[config.mk]
export PLATFORM = sky130hd
export DESIGN_NAME = osrb_back
export DESIGN_NICKNAME = d
export VERILOG_FILES = /design/src/rtl/ordered_sequenced_reorder_buffer_defines.svh /design/src/rtl/osrb_pkg.sv /design/src/rtl/osrb_back.sv
export SDC_FILE = /design/constraint.sdc
export NUM_CORES = 2
export LEC_CHECK = 0
export ABC_CLOCK_PERIOD_IN_PS = 4100
export BUFFER_PORTS_ARGS = -buffer_cell sky130_fd_sc_hd__buf_4
export CAP_MARGIN = 10
export CORE_MARGIN = 4
export CORE_UTILIZATION = 63
export DETAILED_ROUTE_END_ITERATION = 8
export HOLD_SLACK_MARGIN = 0.06
export PLACE_DENSITY = 0.76
export SLEW_MARGIN = 10
export SYNTH_ARGS = -nofsm -noshare
export SYNTH_HDL_FRONTEND = slang
export SYNTH_SLANG_ARGS = --single-unit
[constraint.sdc]
create_clock -name clk -period 4.1 [get_ports clk]
set_input_delay 0.205 -clock clk [delete_from_list [all_inputs] [get_ports clk]]
set_output_delay 0.205 -clock clk [all_outputs]
set_load 0.02 [all_outputs]
[src/rtl/ordered_sequenced_reorder_buffer_defines.svh]
// ----------------------------------------------------------------------------
// Reorder buffer assertion macros
// Concurrent checks, clocked on clk and disabled while rst_n is low.
// ----------------------------------------------------------------------------
`ifndef ORDERED_SEQUENCED_REORDER_BUFFER_DEFINES_SVH
`define ORDERED_SEQUENCED_REORDER_BUFFER_DEFINES_SVH

`ifndef SYNTH
`define OSRB_ASSERT(label, prop) \
  label: assert property (@(posedge clk) disable iff (!rst_n) prop) \
    else $error("reorder buffer check failed");
`define OSRB_NEVER(label, cond) \
  label: assert property (@(posedge clk) disable iff (!rst_n) !(cond)) \
    else $error("reorder buffer forbidden condition seen");
`else
`define OSRB_ASSERT(label, prop)
`define OSRB_NEVER(label, cond)
`endif

`endif

[src/rtl/osrb_pkg.sv]
// ----------------------------------------------------------------------------
// osrb_pkg
// Shared types and constants of the per-channel reorder buffer.
// ----------------------------------------------------------------------------
package osrb_pkg;

  localparam int OSRB_CHANNELS    = 8;
  localparam int OSRB_WINDOW      = 32;
  localparam int OSRB_HANDLE_BITS = 16;

  localparam int HANDLE_W     = 16;
  localparam int CHAN_FIELD_W = 3;
  localparam int INDEX_W      = 32;
  localparam int MODE_W       = 2;
  localparam int KIND_W       = 2;
  // covers the largest slot store over the whole parameter range (256 x 64)
  localparam int CMD_ADDR_W   = 14;
  localparam int QUEUE_DEPTH  = 4;

  typedef enum logic [MODE_W-1:0] {
    MODE_UNORDERED = 2'd0,
    MODE_SEQUENCED = 2'd1,
    MODE_ORDERED   = 2'd2
  } mode_t;

  typedef enum logic [KIND_W-1:0] {
    KIND_DELIVERED = 2'd0,
    KIND_LATE      = 2'd1,
    KIND_HELD      = 2'd2,
    KIND_DROPPED   = 2'd3
  } kind_t;

  typedef enum logic [1:0] {
    OP_EMIT  = 2'd0,
    OP_HOLD  = 2'd1,
    OP_FETCH = 2'd2
  } op_t;

  typedef struct packed {
    op_t                     op;
    logic [CMD_ADDR_W-1:0]   addr;
    logic [HANDLE_W-1:0]     handle;
    kind_t                   kind;
    logic [CHAN_FIELD_W-1:0] channel;
    logic                    last;
  } cmd_t;

endpackage

[src/rtl/osrb_back.sv]
// ----------------------------------------------------------------------------
// osrb_back
// Executes queued commands: slot store writes and reads, result register.
// ----------------------------------------------------------------------------
module osrb_back import osrb_pkg::*; #(
  parameter int CHANNELS    = OSRB_CHANNELS,
  parameter int WINDOW      = OSRB_WINDOW,
  parameter int HANDLE_BITS = OSRB_HANDLE_BITS
) (
  input  logic                    clk,
  input  logic                    rst_n,
  input  logic                    q_valid,
  input  cmd_t                    q_data,
  output logic                    q_take,
  output logic                    empty,
  input  logic                    pop,
  output logic [HANDLE_W-1:0]     out_handle,
  output logic [KIND_W-1:0]       out_kind,
  output logic [CHAN_FIELD_W-1:0] out_channel,
  output logic                    out_last
);

  localparam int DEPTH  = CHANNELS * WINDOW;
  localparam int ADDR_W = (DEPTH > 1) ? $clog2(DEPTH) : 1;
  localparam int HW     = (HANDLE_BITS < HANDLE_W) ? HANDLE_BITS : HANDLE_W;

  logic [HW-1:0]           slot_mem [DEPTH];
  logic [HW-1:0]           rdata_r;
  logic                    s1_valid_r;
  cmd_t                    s1_cmd_r;
  logic                    out_valid_r;
  logic [HANDLE_W-1:0]     out_handle_r;
  kind_t                   out_kind_r;
  logic [CHAN_FIELD_W-1:0] out_channel_r;
  logic                    out_last_r;
  logic                    out_adv;
  logic [ADDR_W-1:0]       addr;

  assign addr    = q_data.addr[ADDR_W-1:0];
  assign out_adv = s1_valid_r && (!out_valid_r || pop);
  assign q_take  = q_valid && (!s1_valid_r || out_adv);

  // read data lines up with the command as it enters the second stage
  always_ff @(posedge clk) begin
    if (q_take) begin
      if (q_data.op == OP_HOLD) slot_mem[addr] <= q_data.handle[HW-1:0];
      rdata_r  <= slot_mem[addr];
      s1_cmd_r <= q_data;
    end
  end

  always_ff @(posedge clk) begin
    if (out_adv) begin
      out_handle_r  <= (s1_cmd_r.op == OP_FETCH) ? HANDLE_W'(rdata_r) : s1_cmd_r.handle;
      out_kind_r    <= s1_cmd_r.kind;
      out_channel_r <= s1_cmd_r.channel;
      out_last_r    <= s1_cmd_r.last;
    end
  end

  always_ff @(posedge clk) begin
    if (!rst_n) begin
      s1_valid_r  <= 1'b0;
      out_valid_r <= 1'b0;
    end else begin
      if (q_take)       s1_valid_r <= 1'b1;
      else if (out_adv) s1_valid_r <= 1'b0;
      if (out_adv)      out_valid_r <= 1'b1;
      else if (pop)     out_valid_r <= 1'b0;
    end
  end

  assign empty       = !out_valid_r;
  assign out_handle  = out_handle_r;
  assign out_kind    = out_kind_r;
  assign out_channel = out_channel_r;
  assign out_last    = out_last_r;

endmodule

* After elaboration in Yosys (flattened, before gate mapping)
Memories as Yosys holds them, arrays and structs flattened. A register that Yosys moved wholly into a read port is not among the register bits.
Index checks and enable logic that the tools add are counted.
** Word-level totals
- Word-level logic and storage cells :: 30
- ROM bits :: 0
- Memories kept :: 1
- Output and inout bits :: 24
- Latch bits :: 0
- Memory bits (writable) :: 4096
- Flip-flop bits (word level) :: 48
** Operators by class
- Shift operators :: 0
- $lt $le $gt $ge :: 0
- Div/mod/pow operators :: 0
- Muxes and demuxes :: 8
- Reduce and logical (&&, ||, !) cells :: 8
- Add/subtract/negate cells :: 0
- Bitwise logic cells :: 0
- Equal/unequal tests :: 2
- Multiply operators :: 0
** Memories
- slot_mem :: depth 256, width 16, read ports 1, clocked after Yosys merged registers in 1, wr ports 1, RTL line osrb_back.sv:27 : logic [HW-1:0] slot_mem [DEPTH];
** Operators by type and width (number)
- $mux W16 :: 1
- $mux W1 :: 7
- $reduce_bool A2 Y1 :: 2
- $eq A2 B1 Y1 const B :: 1
- $eq A2 B2 Y1 const B :: 1
- $logic_and A1 B1 Y1 :: 2
- $logic_not A1 Y1 :: 2
- $logic_or A1 B1 Y1 :: 2

* Longest topological paths before layout
- Word-level depth :: 7
- Gate-level depth with buffers :: 9

* Worst setup path after synthesis
OpenSTA, ideal clock, no wires.
- Path kind :: register -> register
- From :: register out_valid_r
- To :: register rdata_r[0] (read register of slot_mem) (enable)
- Arrival time :: 2832 ps
- Cell stages (with the launch flop) :: 4
- Setup slack :: 803 ps
- Cell sequence :: dfxtp_1 inv_1 nor2_1 a21oi_1
** On the way
- Cells in the longest elaborated chain, start to end :: 5
** Ends and longest elaborated chain
- from (decl) :: RTL line osrb_back.sv:31 : logic out_valid_r;
- from (signal assigned) :: RTL line osrb_back.sv:64 : out_valid_r <= 1'b0;
- from (signal assigned) :: RTL line osrb_back.sv:68 : if (out_adv) out_valid_r <= 1'b1;
- from (signal assigned) :: RTL line osrb_back.sv:69 : else if (pop) out_valid_r <= 1'b0;
- $logic_not A1 Y1
- via empty :: RTL line osrb_back.sv:15 : output logic empty,
- $logic_or A1 B1 Y1 :: RTL line osrb_back.sv:40 : assign out_adv = s1_valid_r && (!out_valid_r || pop);
- $logic_and A1 B1 Y1 :: RTL line osrb_back.sv:40
- $logic_or A1 B1 Y1 :: RTL line osrb_back.sv:41 : assign q_take = q_valid && (!s1_valid_r || out_adv);
- $logic_and A1 B1 Y1 :: RTL line osrb_back.sv:41
- via q_take :: RTL line osrb_back.sv:14 : output logic q_take,
- to (decl) :: RTL line osrb_back.sv:28 : logic [HW-1:0] rdata_r;
The timed path passes the listed nets, and every way through them passes these cells.
A chain may end at the register's enable or synchronous reset.

* Worst setup path after layout
- From :: register s1_valid_r
- To :: memory slot_mem[232][10] (netlist name) (enable)
** On the way
- Cells in the longest elaborated chain, start to end :: 5
** Ends and longest elaborated chain
- from (decl) :: RTL line osrb_back.sv:29 : logic s1_valid_r;
- from (signal assigned) :: RTL line osrb_back.sv:63 : s1_valid_r <= 1'b0;
- from (signal assigned) :: RTL line osrb_back.sv:66 : if (q_take) s1_valid_r <= 1'b1;
- from (signal assigned) :: RTL line osrb_back.sv:67 : else if (out_adv) s1_valid_r <= 1'b0;
- $logic_not A1 Y1 / $logic_and A1 B1 Y1 (equally long branches) :: RTL line osrb_back.sv:41, osrb_back.sv:40
- $logic_or A1 B1 Y1 * :: RTL line osrb_back.sv:41
- $logic_and A1 B1 Y1 * :: RTL line osrb_back.sv:41
- $mux W1 * :: RTL line osrb_back.sv:45 : if (q_take) begin
- $mux W1 (implied by the code) * :: RTL line osrb_back.sv:46 : if (q_data.op == OP_HOLD) slot_mem[addr] <= q_data.handle[HW-1:0];
- to (decl) :: RTL line osrb_back.sv:27
Every way passes the cells marked *; elsewhere a longest branch is shown, timed or not.

==> summary by stage <==
Status
The run finished with clean final reports.

Timing
Setup repair after global routing left no endpoint under its margin. The headroom to the max-slew limit is roughly a fifth. The post-layout minimum cycle time is 3430 ps.

The total count of max-transition violations in the final report is 0. The part of the cycle the worst path needs is between 80% and 90%. The slew of the pin with the lowest slew margin is 1180 ps. The clock arrives with about 70 ps of skew. Static timing analysis puts the maximum clock frequency at between 200 and 300 MHz. The number of hold-slack violations in the final timing report is 0. Setup violations remaining at the end of the flow were counted as 0. The setup TNS is 0 ps.

Logic synthesis
The post-synthesis area per instance is between 20 and 25 sq um. In this run, distinct cell masters in the synthesized netlist total 25. Summing every instance area after synthesis gives approximately 160000 sq um. The number of enable-type register cells in the synthesized netlist is between 4000 and 5000.

The number of nets handed over by synthesis was around 7000. The share of the yosys chip area belonging to registers is a little under 80%. The fraction of synthesis flops using an asynchronous set or reset pin is 0%. After synthesis the netlist holds a flip-flop and latch count of between 4000 and 5000. For this run, the leading register cell type out of synthesis is sky130_fd_sc_hd__edfxtp_1. The number of instances in the synthesized netlist is 6782. During synthesis, Yosys emitted a total of 0 warnings.

Worst setup path
By startpoint and endpoint, the worst setup path is classified as flip-flop to flip-flop. The launch point of the critical path is s1_valid_r. The internal reg-to-reg setup slack is 670 ps. Along the worst path, the maximum fanout reaches 16.

The type of element launching the critical path is a flip-flop. The end of the worst register-to-register path is slot_mem[232][10]. In this design, the largest share of critical-path delay is due to simple AND/OR/NAND/NOR gates.

The critical path contains buffers and inverters numbering 2 combined. In this run the critical register-to-register path is launched from s1_valid_r. In this design, the stage delay of the slowest critical-path cell is 600 ps. The worst setup path is captured at a flip-flop.

The critical path goes through nand3b_1 -> nand3_1 -> nor3_1 -> nand2_2 -> buf_4 -> nor2_1 -> buf_4. Among all stages on the critical path, the largest delay is contributed by sky130_fd_sc_hd__nor3_1. The cell type with the highest occurrence count on the critical path is sky130_fd_sc_hd__buf_4. Data on the critical path arrives at its endpoint at just over 4000 ps. At the worst endpoint, the required time is approximately 4700 ps.

Counting cells, the worst reg-to-reg path comes to 7.

Clock network
Hold repair after CTS inserted 43 buffers. The tree is rooted in a sky130_fd_sc_hd__clkbuf_16. Counting every sink on the clock net gives approximately 4200.

TritonCTS created just over 400 clock buffers. The maximum buffer depth of the clock tree is 4. The clock-pin transition on the worst setup and hold timing paths is about 60 ps. The post-cts gate resize count is 0.

TritonCTS built the clock tree. The clock insertion delay at the later pin of the skew report is between 900 and 1000 ps. In this run the number of H-tree levels came out at 5. Post-CTS timing repair inserted 0 buffers for setup.

Detailed routing
The final routed DRC violation total is 0. The total wire length is between 300 and 400 mm. The via density per instance is roughly 7.1. For this block, the initial DRC count from the detailed router was between 10000 and 15000. After detailed routing, the average wire length per cell comes to about 36 um. The remaining antenna violation count after routing is 0.

The number of search-and-repair iterations in the first detailed-routing pass is 8. The detailed router placed a little under 80000 vias in this run.

Placed design
The HPWL after detailed placement is 224 mm. The number of buffers inserted by port buffering is around 60. After detailed placement, the design holds a cell count of roughly 10000. Routability-driven placement finished with a final weighted congestion of a little under 0.9.

Final layout
The combined flip-flop and latch cell area is 125000 sq um. After the last flow step, the layout net total stands at 7511. Leaving out fill and tap cells, the most frequent cell in the layout is sky130_fd_sc_hd__edfxtp_1. In the layout the commonest cells are sky130_fd_sc_hd__edfxtp_1 (4158), sky130_fd_sc_hd__mux4_2 (1024), sky130_fd_sc_hd__buf_4 (564). The finished layout holds 11127 standard cells, fillers aside. The filler cell count in the final layout is approximately 13000.

Compared with the post-synthesis result, the final layout area differs by 13.7%. The share of final-layout standard cells stronger than drive strength 1 is approximately 29%. The combined area of the multi-input logic cells is a little over 30000 sq um.

Power
The standby leakage power is roughly 56 nW. VDD sags by at most about 0.00053 V. Dividing total power by cell area gives a power density of 486 nW/um^2.

Floorplanning
The height of the die is a little over 500 um. The area of the core is 248000 sq um. The floorplan has ~180 rows. The initial core utilization is roughly 63%. During I/O placement, the number of pins put on the boundary was between 60 and 70. The die area is ~260000 sq um.

The die boundary width is approximately 500 um.

Run
Max-cap violations in this run came to 0.

Global route
The first global-routing pass estimated around 580 mm of wire. Entering global routing, the biggest net connects between 150 and 200 pins. The number of antenna violations at the first check in global routing was 13. Global routing consumed, over all layers together, between 30% and 40% of the routing resources. The number of global-route vias before repair came to between 70000 and 80000.

The overall overflow remaining after global route is 0.

Worst hold path
The hold path startpoint is q_data[21]. Counting instances, the worst hold path has a depth of 2. The type of the tightest min-delay check is input port to flip-flop. The end point of the worst hold path is slot_mem[16][15].
==> worst max-delay path by stage <==
stage                         to  cells past startpoint
6_report       slot_mem[232][10]                      7
3_5_place_dp         rdata_r[14]                      9
2_1_floorplan         rdata_r[0]                      3
4_1_cts        slot_mem[233][10]                      7
5_1_grt         slot_mem[233][6]                      7
3_3_place_gp         rdata_r[14]                      9
==> flip-flops by register name (all words and copies together) (netlist names) <==
name,cells
out_last,1
s1_valid_r,1
out_handle,16
slot_mem,4096
out_valid_r,1
s1_cmd_r,24
out_channel,3
rdata_r,16
out_kind,2
==> stage by stage <==
step	util (%)	hold WS, ps	power (mW)	area [sq um]	worst slack, ps
after detailed placement	66.7	385	51.7	165000	357
after global placement	66.7	384	51.6	165000	290
after CTS	71.9	255	86.9	179000	783
after floorplan	-	304	49.8	157000	803
final	71.9	284	86.7	179000	669
after global routing	71.9	288	89.1	179000	647
==> synthesized netlist by cell type (all sizes together) (3+ instances only) <==
master     n  area share, %
nand2     29          0.069
mux2      16           0.11
a22oi    512            2.4
clkbuf   260           0.62
inv        3         0.0072
a21oi    257           0.82
o41ai     64           0.36
buf      154           0.53
edfxtp  4158             80
nor2b      9          0.036
nand4     17          0.068
nor2     262           0.63
nand3      5          0.016
mux4    1024             15
==> cell families after synthesis <==
family / after synthesis / share of synthesized area (%)
mux: 1040 / 14.8
simple gates: 330 / 0.846
flops: 4160 / 79.6
buf+inv: 417 / 1.16
compound gates: 835 / 3.63
==> area by class of cell <==
cell class                 count  area share (%)
antenna                       15          0.0210
multi-input combinational   2205            17.1
tap                         3330            2.33
inverter                       3         0.00631
timing repair buffer         693            3.53
sequential                  4160            70.0
clock inverter               231            1.15
clock buffer                 490            5.91
==> metal layers <==
layer  GRT usage [%]  wire length (um)  vias to the layer above
li1                -                 -                    30637
met1            42.9            135000                    41100
met2            48.9            194000                     5974
met3            7.94             48400                     1016
met4            15.0             21900                        4
met5               0               112                        -
==> where the power goes <==
group          switching [mW]  internal [mW]  total (mW)
registers              0.0289           46.9        46.9
logic                    2.55           1.44        3.99
clock network            15.3           20.5        35.8
total                    17.9           68.8        86.7
No activity file was read; power rests on OpenSTA's default activity.
