[config.mk]
export PLATFORM = sky130hd
export DESIGN_NAME = osrb_queue
export DESIGN_NICKNAME = d
export VERILOG_FILES = /design/src/rtl/ordered_sequenced_reorder_buffer_defines.svh /design/src/rtl/osrb_pkg.sv /design/src/rtl/osrb_queue.sv
export SDC_FILE = /design/constraint.sdc
export NUM_CORES = 1
export LEC_CHECK = 0
export ABC_CLOCK_PERIOD_IN_PS = 5000
export BUFFER_PORTS_ARGS = -buffer_cell sky130_fd_sc_hd__buf_2
export CAP_MARGIN = 20
export CORE_MARGIN = 4
export CORE_UTILIZATION = 50
export CTS_CLUSTER_DIAMETER = 30
export DETAILED_ROUTE_END_ITERATION = 8
export HOLD_SLACK_MARGIN = 0.12
export PLACE_DENSITY = 0.71
export SETUP_SLACK_MARGIN = 0.3
export SLEW_MARGIN = 25
export SYNTH_ARGS = -nofsm -noshare
export SYNTH_HDL_FRONTEND = slang
export SYNTH_SLANG_ARGS = --single-unit
[constraint.sdc]
create_clock -name clk -period 5 [get_ports clk]
set_clock_uncertainty 0.2 [all_clocks]
set_input_delay 1 -clock clk [delete_from_list [all_inputs] [get_ports clk]]
set_output_delay 1 -clock clk [all_outputs]
set_load 0.005 [all_outputs]
[src/rtl/ordered_sequenced_reorder_buffer_defines.svh]
// ----------------------------------------------------------------------------
// Reorder buffer assertion macros
// Concurrent checks, clocked on clk and disabled while rst_n is low.
// ----------------------------------------------------------------------------
`ifndef ORDERED_SEQUENCED_REORDER_BUFFER_DEFINES_SVH
`define ORDERED_SEQUENCED_REORDER_BUFFER_DEFINES_SVH

`ifndef SYNTH
`define OSRB_ASSERT(label, prop) \
  label: assert property (@(posedge clk) disable iff (!rst_n) prop) \
    else $error("reorder buffer check failed");
`define OSRB_NEVER(label, cond) \
  label: assert property (@(posedge clk) disable iff (!rst_n) !(cond)) \
    else $error("reorder buffer forbidden condition seen");
`else
`define OSRB_ASSERT(label, prop)
`define OSRB_NEVER(label, cond)
`endif

`endif

[src/rtl/osrb_pkg.sv]
// ----------------------------------------------------------------------------
// osrb_pkg
// Shared types and constants of the per-channel reorder buffer.
// ----------------------------------------------------------------------------
package osrb_pkg;

  localparam int OSRB_CHANNELS    = 8;
  localparam int OSRB_WINDOW      = 32;
  localparam int OSRB_HANDLE_BITS = 16;

  localparam int HANDLE_W     = 16;
  localparam int CHAN_FIELD_W = 3;
  localparam int INDEX_W      = 32;
  localparam int MODE_W       = 2;
  localparam int KIND_W       = 2;
  // covers the largest slot store over the whole parameter range (256 x 64)
  localparam int CMD_ADDR_W   = 14;
  localparam int QUEUE_DEPTH  = 4;

  typedef enum logic [MODE_W-1:0] {
    MODE_UNORDERED = 2'd0,
    MODE_SEQUENCED = 2'd1,
    MODE_ORDERED   = 2'd2
  } mode_t;

  typedef enum logic [KIND_W-1:0] {
    KIND_DELIVERED = 2'd0,
    KIND_LATE      = 2'd1,
    KIND_HELD      = 2'd2,
    KIND_DROPPED   = 2'd3
  } kind_t;

  typedef enum logic [1:0] {
    OP_EMIT  = 2'd0,
    OP_HOLD  = 2'd1,
    OP_FETCH = 2'd2
  } op_t;

  typedef struct packed {
    op_t                     op;
    logic [CMD_ADDR_W-1:0]   addr;
    logic [HANDLE_W-1:0]     handle;
    kind_t                   kind;
    logic [CHAN_FIELD_W-1:0] channel;
    logic                    last;
  } cmd_t;

endpackage

[src/rtl/osrb_queue.sv]
// ----------------------------------------------------------------------------
// osrb_queue
// Short command queue between the classifier and the delivery side.
// ----------------------------------------------------------------------------
module osrb_queue import osrb_pkg::*; (
  input  logic clk,
  input  logic rst_n,
  input  logic wr_en,
  input  cmd_t wr_data,
  output logic q_full,
  output logic q_valid,
  input  logic rd_en,
  output cmd_t rd_data
);

  localparam int PTR_W = $clog2(QUEUE_DEPTH);
  localparam int CNT_W = $clog2(QUEUE_DEPTH + 1);

  cmd_t             store_r [QUEUE_DEPTH];
  logic [PTR_W-1:0] wr_ptr_r, rd_ptr_r;
  logic [CNT_W-1:0] count_r, count_nxt;
  logic             do_wr, do_rd;

  assign q_full  = (count_r == CNT_W'(QUEUE_DEPTH));
  assign q_valid = (count_r != '0);
  assign rd_data = store_r[rd_ptr_r];
  assign do_wr   = wr_en && !q_full;
  assign do_rd   = rd_en && q_valid;

  always_comb begin
    count_nxt = count_r;
    if (do_wr && !do_rd) count_nxt = count_r + CNT_W'(1);
    if (do_rd && !do_wr) count_nxt = count_r - CNT_W'(1);
  end

  always_ff @(posedge clk) begin
    if (!rst_n) begin
      wr_ptr_r <= '0;
      rd_ptr_r <= '0;
      count_r  <= '0;
    end else begin
      count_r <= count_nxt;
      if (do_wr) wr_ptr_r <= wr_ptr_r + PTR_W'(1);
      if (do_rd) rd_ptr_r <= rd_ptr_r + PTR_W'(1);
    end
  end

  always_ff @(posedge clk) begin
    if (do_wr) store_r[wr_ptr_r] <= wr_data;
  end

endmodule

=== Word-level counts from Yosys, hierarchy flattened ===
Memories as Yosys holds them, arrays and structs flattened. A register that Yosys moved wholly into a read port is not among the register bits.
Cells that the tools add are included.

* Bits in registers: 7
* Bits in latches: 0
* Bits in writable memories: 152
* Memory bits (read-only): 0
* Bits of input ports: 42
* Output and inout bits: 40
* Logic and storage cells: 24
* Memories kept: 1

{| class="wikitable"
|+ Memories
! name !! depth !! width !! read ports !! clocked after Yosys merged registers in !! wr ports !! RTL line !! source
|-
| store_r || 4 || 38 || 1 || 1 || 1 || osrb_queue.sv:19 || <nowiki>cmd_t store_r [QUEUE_DEPTH];</nowiki>
|}

* Add/subtract/negate cells: 4
* $mul: 0
* Divide/modulo/power cells: 0
* Magnitude comparators: 0
* Equality and inequality tests: 1
* Shift operators: 0
* Muxes and demuxes: 6
* Bitwise gates (word level): 0
* Reduce and logical (&&, ||, !) cells: 9

{| class="wikitable"
|+ Operator list
! operator !! number
|-
| $mux W3 || 2
|-
| $add A2 B1 Y2 const B || 2
|-
| $logic_and A1 B1 Y1 || 4
|-
| $mux W2 || 2
|-
| $add A3 B1 Y3 const B || 1
|-
| $eq A3 B3 Y1 const B || 1
|-
| $logic_not A1 Y1 || 3
|-
| $reduce_bool A3 Y1 || 1
|-
| $sub A3 B1 Y3 const B || 1
|-
| $mux W1 || 2
|-
| $reduce_bool A2 Y1 || 1
|}

=== Logic depth before layout (Yosys ltp) ===
Gate-level depths: netlist (run 1).

* Depth in word-level cells: 6
* Depth in mapped cells: 10
* Mapped depth without buffers: 9

=== Least setup slack after synthesis (run 1) ===
No wires, ideal clock.

* Path kind: input to register
* From: in wr_en
* To: mem store_r[0][0] (netlist bit), enable pin
* Library setup time: 0.399 ns
* Arrival time: 2.208 ns
* Data required time: 4.401 ns
* Setup slack: 2.193 ns
* Stages: 3
* Path buffers: 1
* Path through: nor2b_1 -> buf_2 -> and2_1

* Cells in the longest elaborated chain, start to end: 3

{| class="wikitable"
|+ Ends and longest elaborated chain
! item !! RTL line !! source
|-
| from (decl) || osrb_queue.sv:8 || <nowiki>input logic wr_en,</nowiki>
|-
| $logic_and A1 B1 Y1 || osrb_queue.sv:27 || <nowiki>assign do_wr = wr_en && !q_full;</nowiki>
|-
| $mux W1 || osrb_queue.sv:49 || <nowiki>if (do_wr) store_r[wr_ptr_r] <= wr_data;</nowiki>
|-
| $mux W1 (not written as such) || osrb_queue.sv:49 ||
|-
| to (decl) || osrb_queue.sv:19 ||
|}

Every way passes these cells.

==> results of run 1 <==
-- tightest hold or removal path, delay by kind of cell (launching register included) --
family	cells	cell delay [ps]
flops	1	340
mux	1	50
simple gates	1	70
-- sequential cells by signal, indices dropped and copies added, names as in the netlist, named ones only --
register / count
wr_ptr_r: 2
store_r: 152
rd_ptr_r: 2
count_r: 3
-- report_power, final --
group          switching, W  internal [W]  total (W)  leakage (nW)
Clock              0.000451      0.000671    0.00112         0.253
Combinational      0.000275      0.000392   0.000667         0.679
Sequential         0.000115       0.00163    0.00174          1.47
-- stage by stage --
stage	util [%]	hold WS, ps	total power, W
final	61.08	311.6	0.003533
after global routing	61.08	370.6	0.003709
after CTS	60.89	319.0	0.003583
after detailed placement	56.45	306.2	0.002459
after global placement	56.22	285.8	0.002439
after floorplan	-	267.7	0.002219
-- how the worst max path moves through the flow --
| stage | from | end | depth (start not counted) |
|---|---|---|---|
| after floorplan | wr_en | store_r[0][0] | 3 |
| after global placement | flop | rd_data[12] | 3 |
| after detailed placement | flop | rd_data[21] | 3 |
| after CTS | flop | rd_data[21] | 3 |
| after global routing | flop | rd_data[21] | 3 |
| final | flop | rd_data[21] | 3 |
-- logic make-up (layout without fill, tap and decap cells) --
group                    after synthesis  count (layout)  synth area share, %
flip-flops                           161             161                79.23
multiplexers                          40              40                14.63
AND/OR/NAND/NOR                       18              18                1.776
buffers and inverters                 16             122                1.818
adder cells (fa/ha/maj)                6               6                1.379
AO/OA/AOI/OAI                          5               5               0.5851
XOR/XNOR                               4               4               0.5851
-- cell usage after synthesis --
| master | number |
|---|---|
| dfxtp_1 | 9 |
| mux2i_1 | 2 |
| nor2b_1 | 3 |
| or3_1 | 2 |
| and2_1 | 7 |
| a21boi_0 | 1 |
| ha_1 | 5 |
| o311ai_1 | 1 |
| o31a_1 | 1 |
| inv_1 | 6 |
| xor2_1 | 1 |
| nor3b_2 | 1 |
| nand2_1 | 5 |
| buf_12 | 2 |
| o21ai_0 | 2 |
| buf_4 | 1 |
| buf_2 | 4 |
| fa_1 | 1 |
| mux4_2 | 38 |
| xnor2_1 | 3 |
| clkbuf_1 | 2 |
| edfxtp_1 | 152 |
| buf_6 | 1 |
-- layer usage --
metal	up-vias	wire (um)	global-route usage [%]
li1	1224	-	-
met1	1381	4016	18.70
met2	89	4713	21.93
met3	19	624	6.497
met4	2	136	5.718
met5	-	7	0
-- layout make-up --
class / count / area, um2
inverters: 6 / 22.52
clock inverters: 10 / 68.82
multi-input cells: 73 / 1142
fillers: 812 / 4501
flip-flops and latches: 161 / 4747
clock buffers: 22 / 444.2
repair buffers: 84 / 460.4
well taps: 143 / 178.9
==> flow_summary.yaml, run 1 <==
worst_hold_path:
  holdPathStages: 2
  hold_start: "wr_ptr_r[1]"
  hold_class: "flop to flop"
  hold_path_end: "wr_ptr_r[1]"
die:
  fp.dieH_um: 117.4
  die_w_um: 117.4
  ios: 82
  rows: 39
  start_util_pct: 51.78
  core_mm2: 0.01156
  die_area_mm2: 0.01379
sta:
  fin_crit_sh_pct: 73.22
  hold_viol: 0
  fin_crit_ps: 3661
  fmax_mhz: 273.1
  max_slew_margin_pct: 33.60
  grt_setup_unrepaired: "false"
  worst_pin_slew_ps: 996.0
  maxSlewViolCount: 0
  setup_viol: 0
  layout_setup_ws_ps: 1339
  fin_setup_tns_ps: 0
yosys:
  yosys_warnings: 0
  synthDistinctLibCells: 23
  ys_top_cells_by_area: "edfxtp_1, mux4_2, dfxtp_1, ha_1, and2_1"
  synth_fp_nets: 298
  avgSynthCellArea_um2: 23.95
  synth_seq_area_share_pct: 79.23
  synth.cell_area_mm2: 0.005988
  syn_inst: 250
  ys_seq_elements: 161
  synth_top_area_cell: "edfxtp_1"
  post-synth-top-area-fraction_pct: 76.22
detailed_routing:
  vias_per_cell: 5.441
  finalWirelength_mm: 9.498
  wl_per_cell_um: 19.03
  post-route-drc-count: 0
  drtIter0Drc: 224
  drtAntennaViolNets: 0
  first_pass_iters: 4
  num_vias: 2715
placed_design:
  dpl.hpwl_mm: 5.656
  routabilityCongestion: 0.7264
  placed_cell_area_mm2: 0.006529
  io_buffers: 81
  dp.cells: 466
  dpl_worst_slack_ps: 1688
setup_path:
  critPathKind: "flop to primary output"
  cp.required_ps: 3800
  crit_arrival_ps: 2460
  worstReg2RegEnd: "store_r[1][16]"
  cp-end-kind: "primary output"
  crit_path_max_fanout: 25
  cp_slowest_cell: "dfxtp_2"
  crit_chain: "buf_4, mux4_2, buf_2"
  timing.rr.start: "count_r[0]"
  critPathMaxStageDelay_ps: 930
  rrSetupSlack_ps: 2640
  critPathTopFamily: "flip-flops"
  crit_buf_inv: 2
  r2r_cells: 4
  startpoint_type: "flop"
global_routing:
  grt_overflow_total: 0
  grt_pass1_vias: 2836
  antenna_found_initial: 1
  grt_use_total_pct: 14.54
  grt_max_degree: 39
  grt_pass1_wl_mm: 14.95
power:
  vdd_ir_drop_max_v: 0.0003020
  power.static_leakage_nw: 2.402
  p_per_area_mw_per_mm2: 500.2
cts:
  path_clk_slew_ps: 50
  cts_made_buffers: 17
  clk_latency_ps: 410
  clock_path_buffers: 2
  h-tree-depth: 4
  tritoncts: "yes"
  postCtsHoldBufs: 0
  cts_num_sinks: 161
  cts_root_buf: "clkbuf_16"
  ctsResizeCount: 0
  postCtsSetupBuffers: 0
finish:
  synthToLayoutAreaGrowth_pct: 17.97
  drive_gt1_share_pct: 42.42
  fin_nets: 391
  final_cells: 499
  stdcell_area_mm2: 0.007064
  diodes: 0
  layout_commonest_cell: "edfxtp_1"
  final_cell_mix: "edfxtp_1, buf_2, mux4_2"
job:
  cap_viol_max_count: 0
outcome:
  status: "completed"
(Power assumes the default switching activity.)
==> run 2: changes to the inputs <==
--- a/config.mk
+++ b/config.mk
@@ -5,7 +5,7 @@
 export SDC_FILE = /design/constraint.sdc
 export NUM_CORES = 1
 export LEC_CHECK = 0
-export ABC_CLOCK_PERIOD_IN_PS = 5000
+export ABC_CLOCK_PERIOD_IN_PS = 3000
 export BUFFER_PORTS_ARGS = -buffer_cell sky130_fd_sc_hd__buf_2
 export CAP_MARGIN = 20
 export CORE_MARGIN = 4
@@ -13,7 +13,7 @@
 export CTS_CLUSTER_DIAMETER = 30
 export DETAILED_ROUTE_END_ITERATION = 8
 export HOLD_SLACK_MARGIN = 0.12
-export PLACE_DENSITY = 0.71
+export PLACE_DENSITY = 0.74
 export SETUP_SLACK_MARGIN = 0.3
 export SLEW_MARGIN = 25
 export SYNTH_ARGS = -nofsm -noshare
==> constraint.sdc (replaced) <==
create_clock -name clk -period 3 [get_ports clk]
set_clock_uncertainty 0.2 [all_clocks]
set_input_delay 0.6 -clock clk [delete_from_list [all_inputs] [get_ports clk]]
set_output_delay 0.6 -clock clk [all_outputs]
set_load 0.005 [all_outputs]
==> run 2 against run 1 <==
Via count up 1.7%. Worst setup slack worse by 900 ps. Hold slack worse by 120 ps. Sequential power up 61%. Critical endpoint is now rd_data[28]. Die area unchanged. First-iteration DRC count down 13%. Flip-flop and latch count unchanged. Final cell count up 1.4%. Largest cell class unchanged. Clock power up 94%. Count of clock-buffer cells in the layout down 3.
==> flow_summary.yaml, run 2 (synthesized netlist as in run 1, its figures left out) <==
setup_path:
  crit_arrival_ps: 1770
  cp_slowest_cell: "mux4_2"
  crit_path_max_fanout: 14
  critPathKind: "flop to primary output"
  crit_buf_inv: 2
  timing.rr.start: "count_r[2]"
  cp.required_ps: 2200
  critPathTopFamily: "multiplexers"
  crit_chain: "buf_4, mux4_2, buf_2"
  startpoint_type: "flop"
  cp-end-kind: "primary output"
  critPathMaxStageDelay_ps: 550
placed_design:
  routabilityCongestion: 0.7225
  dpl_worst_slack_ps: 498.8
  io_buffers: 81
  dpl.hpwl_mm: 6.250
sta:
  hold_viol: 0
  fin_setup_tns_ps: 0
  grt_setup_unrepaired: "false"
  worst_pin_slew_ps: 448.5
  max_slew_margin_pct: 70.04
  fin_crit_ps: 2565
  fin_crit_sh_pct: 85.51
  maxSlewViolCount: 0
  fmax_mhz: 389.8
  setup_viol: 0
  layout_setup_ws_ps: 434.8
detailed_routing:
  vias_per_cell: 5.455
  wl_per_cell_um: 20.28
  finalWirelength_mm: 10.26
  drtAntennaViolNets: 0
  first_pass_iters: 4
  post-route-drc-count: 0
  num_vias: 2760
  drtIter0Drc: 196
finish:
  drive_gt1_share_pct: 44.35
  diodes: 0
  final_cell_mix: "edfxtp_1, buf_2, mux4_2"
  largest_registers: "store_r (152), count_r (3)"
  multi_input_comb_area_mm2: 0.001140
  layout_commonest_cell: "edfxtp_1"
  regMostFlops: "store_r"
  seq_area_mm2: 0.004750
  largest_register_ffs: 152
  fin_nets: 398
  synthToLayoutAreaGrowth_pct: 21.02
  fillers: 790
outcome:
  status: "completed"
global_routing:
  grt_pass1_vias: 2937
  grt_max_degree: 39
  grt_pass1_wl_mm: 16.21
  grt_use_total_pct: 16.00
  antenna_found_initial: 1
  grt_overflow_total: 0
die:
  start_util_pct: 51.78
  rows: 39
  die_w_um: 117.4
  ios: 82
  core_mm2: 0.01156
  fp.dieH_um: 117.4
  die_area_mm2: 0.01379
job:
  cap_viol_max_count: 0
cts:
  tritoncts: "yes"
  h-tree-depth: 4
  clk_latency_ps: 420
  cts_root_buf: "clkbuf_16"
  cts_num_sinks: 161
  cts_made_buffers: 17
  clock_path_buffers: 2
  postCtsSetupBuffers: 0
  path_clk_slew_ps: 60
power:
  p_per_area_mw_per_mm2: 864.7
  vdd_ir_drop_max_v: 0.0005373
  power.static_leakage_nw: 2.478
worst_hold_path:
  hold_class: "input port to flop"
  hold_start: "wr_data[0]"
-- run 2: metrics by stage --
stage               power [W]  hold WS [ps]  util, %  instance area, um2  std cells
finish               0.006267         196.4    62.66                7247        506
global route         0.006570         179.0    62.66                7247        506
CTS                  0.006361         176.1    62.64                7244        506
detailed placement   0.004174         299.8    57.45                6644        474
global placement     0.004145         284.0    57.45                6644        474
floorplan            0.003699         267.7        -                5988        250
-- run 2: final timing paths --
kind / end / slack [ps] / cells past startpoint
worst max-delay path: rd_data[28] / 430 / 3
worst max register to register: count_r[2] / 620 / 9
worst min-delay path: store_r[2][0] / 200 / 1
worst min register to register: wr_ptr_r[1] / 310 / 2
-- run 2: area by class of cell --
| type | instances | share of cell area (%) |
|---|---|---|
| inverter | 6 | 0.3108 |
| timing repair buffer | 91 | 7.666 |
| clock buffer | 19 | 5.974 |
| sequential | 161 | 65.54 |
| multi-input combinational | 73 | 15.73 |
| clock inverter | 13 | 2.314 |
| tap | 143 | 2.469 |
-- run 2: metal layers --
layer	part of all wire, %	vias to the layer above	track usage [%]
li1	-	1237	-
met1	42	1420	20.29
met2	51	86	25.43
met4	1.2	2	5.499
met5	0.13	-	0
met3	5.9	15	6.352
-- run 2: where the power goes --
part | switching [W] | internal, W | total, W | leakage [nW]
Clock | 0.000798 | 0.00138 | 0.00217 | 0.285
Sequential | 0.0000955 | 0.00271 | 0.00281 | 1.47
Combinational | 0.000581 | 0.000702 | 0.00128 | 0.724
Total | 0.00147 | 0.00479 | 0.00627 | 2.48
-- run 2: timing repair --
action | CTS | global route
setup endpoints to repair | 0 | 20
gates resized for setup | 0 | 1
hold buffers | 0 | 0
