[config.mk]
export PLATFORM = sky130hd
export DESIGN_NAME = osrb_front
export DESIGN_NICKNAME = d
export VERILOG_FILES = /design/src/rtl/osrb_pkg.sv /design/src/rtl/osrb_front.sv
export VERILOG_INCLUDE_DIRS = /design/src /design/src/rtl
export SDC_FILE = /design/constraint.sdc
export NUM_CORES = 1
export LEC_CHECK = 0
export BUFFER_PORTS_ARGS = -buffer_cell sky130_fd_sc_hd__buf_2
export CAP_MARGIN = 15
export CELL_PAD_IN_SITES_DETAIL_PLACEMENT = 1
export CELL_PAD_IN_SITES_GLOBAL_PLACEMENT = 1
export CORE_MARGIN = 2
export CORE_UTILIZATION = 51
export CTS_CLUSTER_DIAMETER = 100
export DETAILED_ROUTE_END_ITERATION = 8
export HOLD_SLACK_MARGIN = 0.08
export PLACE_DENSITY = 0.81
export RECOVER_POWER = 100
export SLEW_MARGIN = 5
export SYNTH_ARGS = -nofsm -noshare
export SYNTH_HDL_FRONTEND = slang
export SYNTH_SLANG_ARGS = --single-unit
[constraint.sdc]
create_clock -name clk -period 13.18 [get_ports clk]
set_input_delay 1.977 -clock clk [delete_from_list [all_inputs] [get_ports clk]]
set_output_delay 1.977 -clock clk [all_outputs]
set_load 0.005 [all_outputs]
[src/rtl/ordered_sequenced_reorder_buffer_defines.svh]
// ----------------------------------------------------------------------------
// Reorder buffer assertion macros
// Concurrent checks, clocked on clk and disabled while rst_n is low.
// ----------------------------------------------------------------------------
`ifndef ORDERED_SEQUENCED_REORDER_BUFFER_DEFINES_SVH
`define ORDERED_SEQUENCED_REORDER_BUFFER_DEFINES_SVH

`ifndef SYNTH
`define OSRB_ASSERT(label, prop) \
  label: assert property (@(posedge clk) disable iff (!rst_n) prop) \
    else $error("reorder buffer check failed");
`define OSRB_NEVER(label, cond) \
  label: assert property (@(posedge clk) disable iff (!rst_n) !(cond)) \
    else $error("reorder buffer forbidden condition seen");
`else
`define OSRB_ASSERT(label, prop)
`define OSRB_NEVER(label, cond)
`endif

`endif

[src/rtl/osrb_pkg.sv]
// ----------------------------------------------------------------------------
// osrb_pkg
// Shared types and constants of the per-channel reorder buffer.
// ----------------------------------------------------------------------------
package osrb_pkg;

  localparam int OSRB_CHANNELS    = 8;
  localparam int OSRB_WINDOW      = 32;
  localparam int OSRB_HANDLE_BITS = 16;

  localparam int HANDLE_W     = 16;
  localparam int CHAN_FIELD_W = 3;
  localparam int INDEX_W      = 32;
  localparam int MODE_W       = 2;
  localparam int KIND_W       = 2;
  // covers the largest slot store over the whole parameter range (256 x 64)
  localparam int CMD_ADDR_W   = 14;
  localparam int QUEUE_DEPTH  = 4;

  typedef enum logic [MODE_W-1:0] {
    MODE_UNORDERED = 2'd0,
    MODE_SEQUENCED = 2'd1,
    MODE_ORDERED   = 2'd2
  } mode_t;

  typedef enum logic [KIND_W-1:0] {
    KIND_DELIVERED = 2'd0,
    KIND_LATE      = 2'd1,
    KIND_HELD      = 2'd2,
    KIND_DROPPED   = 2'd3
  } kind_t;

  typedef enum logic [1:0] {
    OP_EMIT  = 2'd0,
    OP_HOLD  = 2'd1,
    OP_FETCH = 2'd2
  } op_t;

  typedef struct packed {
    op_t                     op;
    logic [CMD_ADDR_W-1:0]   addr;
    logic [HANDLE_W-1:0]     handle;
    kind_t                   kind;
    logic [CHAN_FIELD_W-1:0] channel;
    logic                    last;
  } cmd_t;

endpackage

[src/rtl/osrb_front.sv]
// ----------------------------------------------------------------------------
// osrb_front
// Classifies packets against per-channel state and walks held runs.
// ----------------------------------------------------------------------------
`include "ordered_sequenced_reorder_buffer_defines.svh"

module osrb_front import osrb_pkg::*; #(
  parameter int CHANNELS    = OSRB_CHANNELS,
  parameter int WINDOW      = OSRB_WINDOW,
  parameter int HANDLE_BITS = OSRB_HANDLE_BITS
) (
  input  logic                    clk,
  input  logic                    rst_n,
  input  logic                    push,
  output logic                    full,
  input  logic [HANDLE_W-1:0]     in_handle,
  input  logic [CHAN_FIELD_W-1:0] in_channel,
  input  logic [INDEX_W-1:0]      in_order_index,
  input  logic [MODE_W-1:0]       in_mode,
  output logic                    cmd_push,
  output cmd_t                    cmd,
  input  logic                    q_full
);

  localparam int CH_W   = (CHANNELS > 1) ? $clog2(CHANNELS) : 1;
  localparam int SL_W   = $clog2(WINDOW);
  localparam int ADDR_W = (CHANNELS * WINDOW > 1) ? $clog2(CHANNELS * WINDOW) : 1;
  localparam int HW     = (HANDLE_BITS < HANDLE_W) ? HANDLE_BITS : HANDLE_W;

  typedef enum logic [1:0] {
    ST_IDLE = 2'b01,
    ST_WALK = 2'b10
  } state_t;

  state_t                  state_r, state_nxt;
  logic [INDEX_W-1:0]      rd_idx_r  [CHANNELS];
  logic [INDEX_W-1:0]      exp_idx_r [CHANNELS];
  logic [SL_W-1:0]         head_r    [CHANNELS];
  logic [WINDOW-1:0]       occ_r     [CHANNELS];
  logic [CH_W-1:0]         wch_r, wch_nxt;
  logic [CHAN_FIELD_W-1:0] wchf_r, wchf_nxt;
  logic [SL_W-1:0]         walk_i_r, walk_i_nxt;

  logic [CH_W-1:0]    ch_in, sel_ch;
  logic [INDEX_W-1:0] cur_rd, cur_exp, off;
  logic [SL_W-1:0]    cur_head, nh, slot;
  logic [SL_W:0]      slot_sum;
  logic [WINDOW-1:0]  cur_occ;
  logic               accept, walk_last;
  logic               rd_wr, exp_wr, head_wr, occ_wr;
  logic [INDEX_W-1:0] rd_nxt, exp_nxt;
  logic [SL_W-1:0]    head_nxt;
  logic [WINDOW-1:0]  occ_nxt;

  function automatic logic [CH_W-1:0] ch_mod(input logic [CHAN_FIELD_W-1:0] c);
    logic [CHAN_FIELD_W:0] v;
    v = {1'b0, c};
    for (int i = 0; i < (1 << CHAN_FIELD_W); i++) begin
      if (int'(v) >= CHANNELS) v = v - (CHAN_FIELD_W+1)'(CHANNELS);
    end
    return CH_W'(v);
  endfunction

  function automatic logic [SL_W-1:0] next_slot(input logic [SL_W-1:0] s);
    return (int'(s) == WINDOW - 1) ? '0 : s + SL_W'(1);
  endfunction

  function automatic logic [CMD_ADDR_W-1:0] slot_addr(input logic [CH_W-1:0] c,
                                                      input logic [SL_W-1:0] s);
    logic [ADDR_W-1:0] a;
    a = ADDR_W'(c) * ADDR_W'(WINDOW) + ADDR_W'(s);
    return CMD_ADDR_W'(a);
  endfunction

  assign ch_in    = ch_mod(in_channel);
  assign sel_ch   = (state_r == ST_WALK) ? wch_r : ch_in;
  assign cur_rd   = rd_idx_r[sel_ch];
  assign cur_exp  = exp_idx_r[sel_ch];
  assign cur_head = head_r[sel_ch];
  assign cur_occ  = occ_r[sel_ch];
  assign off      = in_order_index - cur_rd;
  assign nh       = next_slot(cur_head);
  // off is below WINDOW here, so one subtract folds the ring position
  assign slot_sum = {1'b0, cur_head} + {1'b0, off[SL_W-1:0]};
  assign slot     = (int'(slot_sum) >= WINDOW) ? SL_W'(slot_sum - (SL_W+1)'(WINDOW))
                                               : slot_sum[SL_W-1:0];

  assign full      = (state_r != ST_IDLE) || q_full;
  assign accept    = push && !full;
  assign walk_last = (int'(walk_i_r) == WINDOW - 1) || !cur_occ[nh];

  always_comb begin
    state_nxt   = state_r;
    wch_nxt     = wch_r;
    wchf_nxt    = wchf_r;
    walk_i_nxt  = walk_i_r;
    rd_wr       = 1'b0;
    exp_wr      = 1'b0;
    head_wr     = 1'b0;
    occ_wr      = 1'b0;
    rd_nxt      = cur_rd + INDEX_W'(1);
    exp_nxt     = in_order_index + INDEX_W'(1);
    head_nxt    = nh;
    occ_nxt     = cur_occ;
    cmd_push    = 1'b0;
    cmd.op      = OP_EMIT;
    cmd.addr    = slot_addr(sel_ch, slot);
    cmd.handle  = HANDLE_W'(in_handle[HW-1:0]);
    cmd.kind    = KIND_DELIVERED;
    cmd.channel = in_channel;
    cmd.last    = 1'b1;
    case (state_r)
      ST_IDLE: begin
        if (accept) begin
          cmd_push = 1'b1;
          case (in_mode)
            MODE_SEQUENCED: begin
              if (in_order_index >= cur_exp) begin
                exp_wr = 1'b1;
              end else begin
                cmd.kind = KIND_LATE;
              end
            end
            MODE_ORDERED: begin
              if (in_order_index < cur_rd) begin
                cmd.kind = KIND_LATE;
              end else if (off >= INDEX_W'(WINDOW)) begin
                cmd.kind = KIND_DROPPED;
              end else if (off == '0) begin
                // in-order arrival: deliver, then drain any run held behind it
                rd_wr    = 1'b1;
                head_wr  = 1'b1;
                cmd.last = !cur_occ[nh];
                if (cur_occ[nh]) begin
                  state_nxt  = ST_WALK;
                  wch_nxt    = ch_in;
                  wchf_nxt   = in_channel;
                  walk_i_nxt = SL_W'(1);
                end
              end else if (cur_occ[slot]) begin
                cmd.kind = KIND_LATE;
              end else begin
                cmd.op        = OP_HOLD;
                cmd.kind      = KIND_HELD;
                occ_wr        = 1'b1;
                occ_nxt[slot] = 1'b1;
              end
            end
            default: begin
              cmd.kind = KIND_DELIVERED;
            end
          endcase
        end
      end
      ST_WALK: begin
        if (!q_full) begin
          cmd_push          = 1'b1;
          cmd.op            = OP_FETCH;
          cmd.addr          = slot_addr(wch_r, cur_head);
          cmd.handle        = '0;
          cmd.channel       = wchf_r;
          cmd.last          = walk_last;
          rd_wr             = 1'b1;
          head_wr           = 1'b1;
          occ_wr            = 1'b1;
          occ_nxt[cur_head] = 1'b0;
          walk_i_nxt        = walk_i_r + SL_W'(1);
          if (walk_last) state_nxt = ST_IDLE;
        end
      end
      default: begin
        state_nxt = ST_IDLE;
      end
    endcase
  end

  always_ff @(posedge clk) begin
    if (!rst_n) begin
      state_r <= ST_IDLE;
      for (int c = 0; c < CHANNELS; c++) begin
        rd_idx_r[c]  <= '0;
        exp_idx_r[c] <= '0;
        head_r[c]    <= '0;
        occ_r[c]     <= '0;
      end
    end else begin
      state_r <= state_nxt;
      if (rd_wr)   rd_idx_r[sel_ch]  <= rd_nxt;
      if (exp_wr)  exp_idx_r[sel_ch] <= exp_nxt;
      if (head_wr) head_r[sel_ch]    <= head_nxt;
      if (occ_wr)  occ_r[sel_ch]     <= occ_nxt;
    end
  end

  always_ff @(posedge clk) begin
    wch_r    <= wch_nxt;
    wchf_r   <= wchf_nxt;
    walk_i_r <= walk_i_nxt;
  end

  `OSRB_NEVER(a_push_room, cmd_push && q_full)
  `OSRB_ASSERT(a_walk_occ, (state_r == ST_WALK) |-> cur_occ[cur_head])
  `OSRB_ASSERT(a_walk_end, (state_r == ST_WALK && !q_full && walk_last) |=> (state_r == ST_IDLE))

endmodule

[After elaboration in Yosys (flattened, before gate mapping)]
Memory sizes are Yosys's and may differ from the RTL's.
Index checks and enable logic that the tools add are counted.
Word-level totals
  output and inout port bits: 40
  bits of input ports: 57
  memories: 4
  register bits: 10
  bits in writable memories: 808
Memory list
  exp_idx_r: depth 8, width 32, rd ports 1, clocked after memory_dff 0, write ports 8, line osrb_front.sv:37  | logic [INDEX_W-1:0] exp_idx_r [CHANNELS];
  occ_r: depth 8, width 32, rd ports 1, clocked after memory_dff 0, write ports 8, line osrb_front.sv:39  | logic [WINDOW-1:0] occ_r [CHANNELS];
  rd_idx_r: depth 8, width 32, rd ports 1, clocked after memory_dff 0, write ports 8, line osrb_front.sv:36  | logic [INDEX_W-1:0] rd_idx_r [CHANNELS];
  head_r: depth 8, width 5, rd ports 1, clocked after memory_dff 0, write ports 8, line osrb_front.sv:38  | logic [SL_W-1:0] head_r [CHANNELS];
Cells by class
  equal/unequal tests: 15
  add/sub/neg operators: 9
  reduce and logical (&&, ||, !) cells: 16
  mux-type cells: 103
  magnitude comparators: 9
  bitwise logic cells: 5
Operators with widths (count)
  two-way mux 32 bit: 11
  OR reduction 32 bit: 3
  adder 32 x 1 -> 32 bit (second input constant): 2
  one-hot mux 32 bit (2 select lines): 1
  two-way mux 5 bit: 10
  two-way mux 1 bit: 47
  AND 32 bit: 1
  greater-or-equal comparator 32 bit: 1
  greater-or-equal comparator 32 x 6 -> 1 bit (second input constant): 1
  zero test 32 bit: 1
  less-than comparator 32 bit: 1
  inverter 32 bit: 1
  bitwise OR 32 bit: 1
  subtractor 32 bit: 1
  two-way mux 30 bit: 1
  two-way mux 2 bit: 14
  less-than comparator 5 x 6 -> 1 bit (second input constant): 3
  two-way mux 3 bit: 6
  adder 8 x 5 -> 8 bit: 2
  AND reduction 8 bit: 2
  inequality test 2 bit (second input constant): 7
  one-hot mux 2 bit (2 select lines): 3
  adder 5 x 1 -> 5 bit (second input constant): 2
  binary-select mux 1 bit (select 5 bit): 2
  other kinds (19): 33

[Longest topological paths before layout]
Gate-level depths: netlist (run 1).
An unclocked memory read counts as a cell.
  depth in word-level cells: 21
  depth in mapped cells: 33
  mapped depth without buffers: 27

[Worst setup path after synthesis (run 1)]
No wires, ideal clock.
  path type: input -> register
  from: input in_channel[0]
  to: memory head_r[0][0] (netlist name), enable pin
  library setup time: 487 ps
  stages: 25
  setup slack: 3088 ps
  arrival: 9604 ps
  buffers on the path: 6
  cells stage by stage: clkbuf_1 > nor4bb_1 > nor2_1 > clkbuf_1 > buf_1 > o22ai_1 > a31oi_1 > nand2_1 > ha_1 > clkbuf_1 > nand2_1 > nor2_1 > nand2_1 > o21ai_0 > o21ai_0 > o31ai_2 > a31oi_1 > xnor2_1 > nor4_1 > nand4_1 > nor2_1 > a31oi_1 > clkbuf_1 > clkbuf_1 > o31ai_1
RTL lines
  from (decl): line osrb_front.sv:17  | input logic [CHAN_FIELD_W-1:0] in_channel,
  to (decl): line osrb_front.sv:38

==> results of run 1 <==
-- metrics by stage --
stage | util (%) | cells | power, mW | area, µm²
2_1_floorplan | - | 3643 | 3.63 | 41100
3_3_place_gp | 52.9 | 4603 | 3.99 | 42400
3_5_place_dp | 53.0 | 4606 | 4.01 | 42500
4_1_cts | 56.4 | 4761 | 6.39 | 45200
5_1_grt | 56.1 | 4769 | 6.57 | 45000
6_report | 56.1 | 4769 | 6.44 | 45000
-- final timing paths --
check / endpoint / slack [ns] / depth (start not counted)
setup reg to reg: rd_idx_r[5][11] / 1.11 / 25
setup / recovery: rd_idx_r[5][11] / 0.93 / 24
hold reg to reg: state_r[0] / 0.51 / 1
hold / removal: state_r[0] / 0.51 / 1
-- state kept, by name, summed over array words and instances (netlist names) --
signal,count
wchf_r,3
rd_idx_r,256
head_r,40
exp_idx_r,256
state_r,2
walk_i_r,5
occ_r,256
-- area by class of cell --
class | instances | share of cell area (%)
flip-flops and latches | 818 | 54.6
multi-input cells | 2506 | 33.6
clock buffers | 111 | 5.20
well taps | 1060 | 2.95
repair buffers | 182 | 2.39
clock inverters | 44 | 0.885
inverters | 48 | 0.412
-- report_power, final --
part | leakage [nW] | total [mW] | switching [mW] | internal, mW
logic | 6.29 | 1.03 | 0.756 | 0.275
registers | 8.47 | 2.97 | 0.0301 | 2.94
clock network | 1.32 | 2.43 | 1.08 | 1.36
total | 16.1 | 6.44 | 1.86 | 4.57
-- metal layers --
layer  vias to the layer above  share of wire, %
li1                      13700                 -
met1                     16900                37
met2                      2480                45
met3                       544                12
met4                        18               5.4
met5                         -             0.072
-- cell families (layout without fill, tap and decap cells) --
family | count (synthesis) | in the layout
adder cells (fa/ha/maj) | 79 | 79
AND/OR/NAND/NOR | 1518 | 1518
buffers and inverters | 319 | 385
AO/OA/AOI/OAI | 760 | 760
multiplexers | 58 | 58
flip-flops | 818 | 818
XOR/XNOR | 85 | 85
other | 1 | 6
-- cells in the mapped netlist (16+ instances only) --
master / n
inv_1: 44
ha_1: 78
and2_1: 29
a21oi_1: 103
a22o_1: 54
nor2_1: 632
nor3_1: 231
a221oi_1: 38
and3_1: 169
nand4_1: 42
nand2_1: 229
nand2b_1: 16
clkbuf_1: 199
nor4_1: 27
o22ai_1: 91
a22oi_1: 116
buf_6: 29
nand3_1: 52
mux2i_1: 31
xor2_1: 45
xnor2_1: 37
mux2_2: 19
o21ai_0: 118
buf_1: 25
edfxtp_1: 816
a21o_1: 52
a31oi_1: 37
==> results.ini, run 1 <==
[global_routing]
grt_start_max_net_pins = 201
grt_pass1_vias = 34000
grt_pass1_wl_um = 230000
met1_usage_pct = 49.8
overflow = 0
use_met3_pct = 9.98
antenna_found_initial = 12
track_usage_pct = 38.0
grt_util_met2_pct = 58.4
busiest_layer = met2

[detailed_routing]
drc = 0
vias = 33600
drtIter0Drc = 4805
first_pass_iters = 8
drt-total-wl_um = 159000
ant_nets = 0
wl_per_cell_um = 33.4
via_per_inst = 7.05

[die]
fp.dieH_um = 288
start_util_pct = 51.3
io-pin-count = 97
core_area_um2 = 80200
die_width_um = 288
dieArea_um2 = 82800
row_count = 104

[sta]
fin_hold_ws_ns = 0.507
finalSetupViolations = 0
period_share_pct = 93.0
rsz0062_at_grt = no
skew_ns = 0.0241
maxSlewHeadroom_pct = -141
drv_slew = 983
final_hold_viol_count = 0
worst_pin_slew_ns = 3.62
tns_ns = 0
clock.fmax_mhz = 81.6
min_period_ns = 12.25
setup_ws_ns = 0.927

[hold_path]
hold_start = state_r[0]
hp-class = register to register

[placement]
dp_hpwl_um = 100000
place_ws_ns = 1.68
place_congestion = 1.02
io_buffer_count = 90

[yosys]
syn_inst = 3638
synth_xor_area_share_pct = 1.88
yosysUniqueCellTypes = 106
synth_top_family_by_area = simple AND/OR/NAND/NOR gates
syn_area_per_cell_um2 = 11.3
synth_seq_cells = 818
synth_edf_count = 816
yosys_warnings = 0
ys_seq_area_share_pct = 59.7
synth_mux_area_share_pct = 1.61
synth-compound-area-share_pct = 13.2
synth_top_area_cell = edfxtp_1
ys_dominant_reg_cell = edfxtp_1
syn_area_um2 = 41100
synth_fa_ha_area_share_pct = 2.42
async_flop_share_pct = 0
synth_area_leaders = edfxtp_1, nor2_1, nor3_1, and3_1, ha_1
synth_top_area_share_pct = 59.6
synth-simple-area-share_pct = 17.6

[finish]
final_common_cell = edfxtp_1
n_fill_cell = 8346
layout_common_cells = edfxtp_1, nor2_1, nor3_1, nand2_1, and3_1
area_growth_syn_to_layout_pct = 9.49
fin_nets = 3780
multiInputGateArea_um2 = 15100
ff_latch_area_um2 = 24500
drive_above_1_share_pct = 9.57
antenna_cells = 0

[critical_path]
arrival_ns = 12.53
endpoint_kind = register
path_class = primary input to register
startpoint_type = primary input
critPathMaxStageDelay_ns = 1.78
cp_max_fo = 200
cpMaxStageDelayCell = o31ai_1
r2r_start = state_r[0]
setup.worst_path.start = in_channel[0]
cp_num_buf_inv = 8
worstPathCellList = clkbuf_1 > mux2i_4 > buf_4 > inv_6 > nand2_1 > o221ai_1 > a22o_1 > clkinv_1 > ha_1 > inv_1 > ha_1 > inv_1 > o31ai_1 > o21ai_0 > a211oi_1 > nand3_1 > mux2i_1 > nor4_1 > nand4_1 > nor2_1 > a31oi_1 > buf_12 > o31ai_1 > clkbuf_2
cp_top_family = compound AO/OA/AOI/OAI gates
worstPathRequired_ns = 13.46

[pwr]
powerDensity_nw_per_um2 = 143
leakage_nw = 16.1
max-vdd-ir-drop_uv = 121

[cts]
cts_setup_buffers = 0
htree_levels = 3
cts_tree = yes
cts.hold.buffers_added = 0
clock_latency_ns = 0.68
clock_sinks = 818
cts_buffer_depth = 3
cts_resized = 0
cts_buffers = 88
clk_pin_slew_ns = 0.06
ctsRootBufferMaster = clkbuf_16

[run_status]
violations = capacitance limit, slew limit
status = finished, violations left

[flow_run]
cap_violations = 31

Note: power is estimated with default switching activity, not from simulation.
==> inputs of run 2 (changes only) <==
--- a/config.mk
+++ b/config.mk
@@ -10,7 +10,7 @@
 export CAP_MARGIN = 15
 export CELL_PAD_IN_SITES_DETAIL_PLACEMENT = 1
 export CELL_PAD_IN_SITES_GLOBAL_PLACEMENT = 1
-export CORE_MARGIN = 2
+export CORE_MARGIN = 4
 export CORE_UTILIZATION = 51
 export CTS_CLUSTER_DIAMETER = 100
 export DETAILED_ROUTE_END_ITERATION = 8
==> constraint.sdc (replaced) <==
create_clock -name clk -period 13.18 [get_ports clk]
set_input_delay 2.636 -clock clk [delete_from_list [all_inputs] [get_ports clk]]
set_output_delay 2.636 -clock clk [all_outputs]
set_load 0.005 [all_outputs]
==> results.ini, run 2 (same netlist as run 1, synthesis figures left out) <==
[global_routing]
antenna_found_initial = 12
grt_pass1_wl_um = 229000
track_usage_pct = 36.0
grt_pass1_vias = 34400
grt_start_max_net_pins = 75
overflow = 0

[die]
die_width_um = 292
row_count = 103
core_area_um2 = 79400
io-pin-count = 97
start_util_pct = 51.7
dieArea_um2 = 85200
fp.dieH_um = 292

[detailed_routing]
ant_nets = 0
highest_layer = met5
wl_met3_um = 19200
drtIter0Drc = 4384
drc = 0
wl_met2_um = 70900
wl_per_cell_um = 32.7
via_per_inst = 6.99
met1Wirelength_um = 57600
vias = 33600
first_pass_iters = 6
drt-total-wl_um = 157000

[sta]
rsz0062_at_grt = no
skew_ns = 0.0332
final_hold_viol_count = 0
tns_ns = 0
period_share_pct = 95.2
finalSetupViolations = 0
maxSlewHeadroom_pct = -121
drv_slew = 1000
worst_pin_slew_ns = 3.28
clock.fmax_mhz = 79.7
min_period_ns = 12.54

[hold_path]
hp-class = register to register
holdPathStages = 2

[critical_path]
cp_num_buf_inv = 8
critPathMaxStageDelay_ns = 0.86
cp_top_family = buffers and inverters
cpMaxStageDelayCell = a211oi_1
arrival_ns = 9.91
endpoint_kind = output port
cp_max_fo = 17
worstPathRequired_ns = 10.54
path_class = primary input to output port
startpoint_type = primary input
reg2reg_depth = 29
path_depth = 25

[placement]
dp_hpwl_um = 97200
io_buffer_count = 90
place_congestion = 0.978

[cts]
clk_pin_slew_ns = 0.06
cts_tree = yes
cts_buffer_depth = 3
cts_buffers = 90
clock_latency_ns = 0.68
ctsRootBufferMaster = clkbuf_16
htree_levels = 3
cts_setup_buffers = 0
cts_resized = 0
cts.hold.buffers_added = 0
clock_sinks = 818

[run_status]
violations = capacitance limit, slew limit
status = finished, violations left

[finish]
layout_common_cells = edfxtp_1, nor2_1, nor3_1, nand2_1, and3_1
area_growth_syn_to_layout_pct = 10.5
final_core_util_pct = 57.2
reg.largest.list = exp_idx_r (256), occ_r (256), rd_idx_r (256)
n_fill_cell = 8277
fin_nets = 3807
drive_above_1_share_pct = 10.4
final_common_cell = edfxtp_1

[pwr]
leakage_nw = 16.3
max-vdd-ir-drop_uv = 131
powerDensity_nw_per_um2 = 145
p_total_mw = 6.58

[flow_run]
cap_violations = 34

==> run 2: changes by cell type in the layout (fill, tap and decap cells not counted), moves of 3 or more <==
cell / delta
clkinv_1: -3
clkbuf_8: -3
and2_0: -6
clkinv_2: +11
clkbuf_1: +3
and2_1: +6
diode_2: +8
buf_4: +22
buf_6: -3
bufinv_16: +5
==> run 2: path summary, 6_finish.rpt <==
check                start      endpoint  slack, ns
min             state_r[1]    state_r[1]       0.50
max reg2reg     state_r[0]  occ_r[4][25]       1.61
max          in_channel[2]        cmd[5]       0.64
min reg2reg     state_r[1]    state_r[1]       0.50
==> run 2: report_power, final <==
part           switching (mW)  internal (mW)
combinational           0.754          0.282
sequential             0.0282           2.94
clock                    1.11           1.46
total                    1.89           4.69
==> run 2: area by class of cell <==
cell class                 instances  area (µm²)  share of cell area (%)
inverter                          48         185                   0.408
multi-input combinational       2506       15100                    33.4
sequential                       818       24500                    54.1
clock inverter                    58         648                    1.43
clock buffer                     107        2320                    5.10
timing repair buffer             207        1210                    2.66
antenna                            8        20.0                  0.0441
tap                             1050        1310                    2.90
==> run 2: metal layers <==
layer | track usage (%) | up-vias
met4 | 18.2 | 8
met3 | 9.20 | 582
met1 | 46.9 | 16700
li1 | - | 13800
met2 | 56.2 | 2443
met5 | 0 | -
==> run 2: stage by stage <==
stage / cells / hold WS (ns) / setup slack [ns] / instance area [µm²]
CTS: 4792 / 0.504 / 0.887 / 45600
detailed placement: 4627 / 0.494 / 1.06 / 42700
global route: 4794 / 0.537 / 0.344 / 45400
floorplan: 3643 / 0.453 / 2.43 / 41100
global placement: 4626 / 0.470 / 1.44 / 42700
finish: 4802 / 0.503 / 0.638 / 45400
==> run 2: worst min-delay path: stages (launching register included) <==
cell and delay (ns):
dfxtp_1 0.31, inv_1 0.08, a21oi_1 0.06
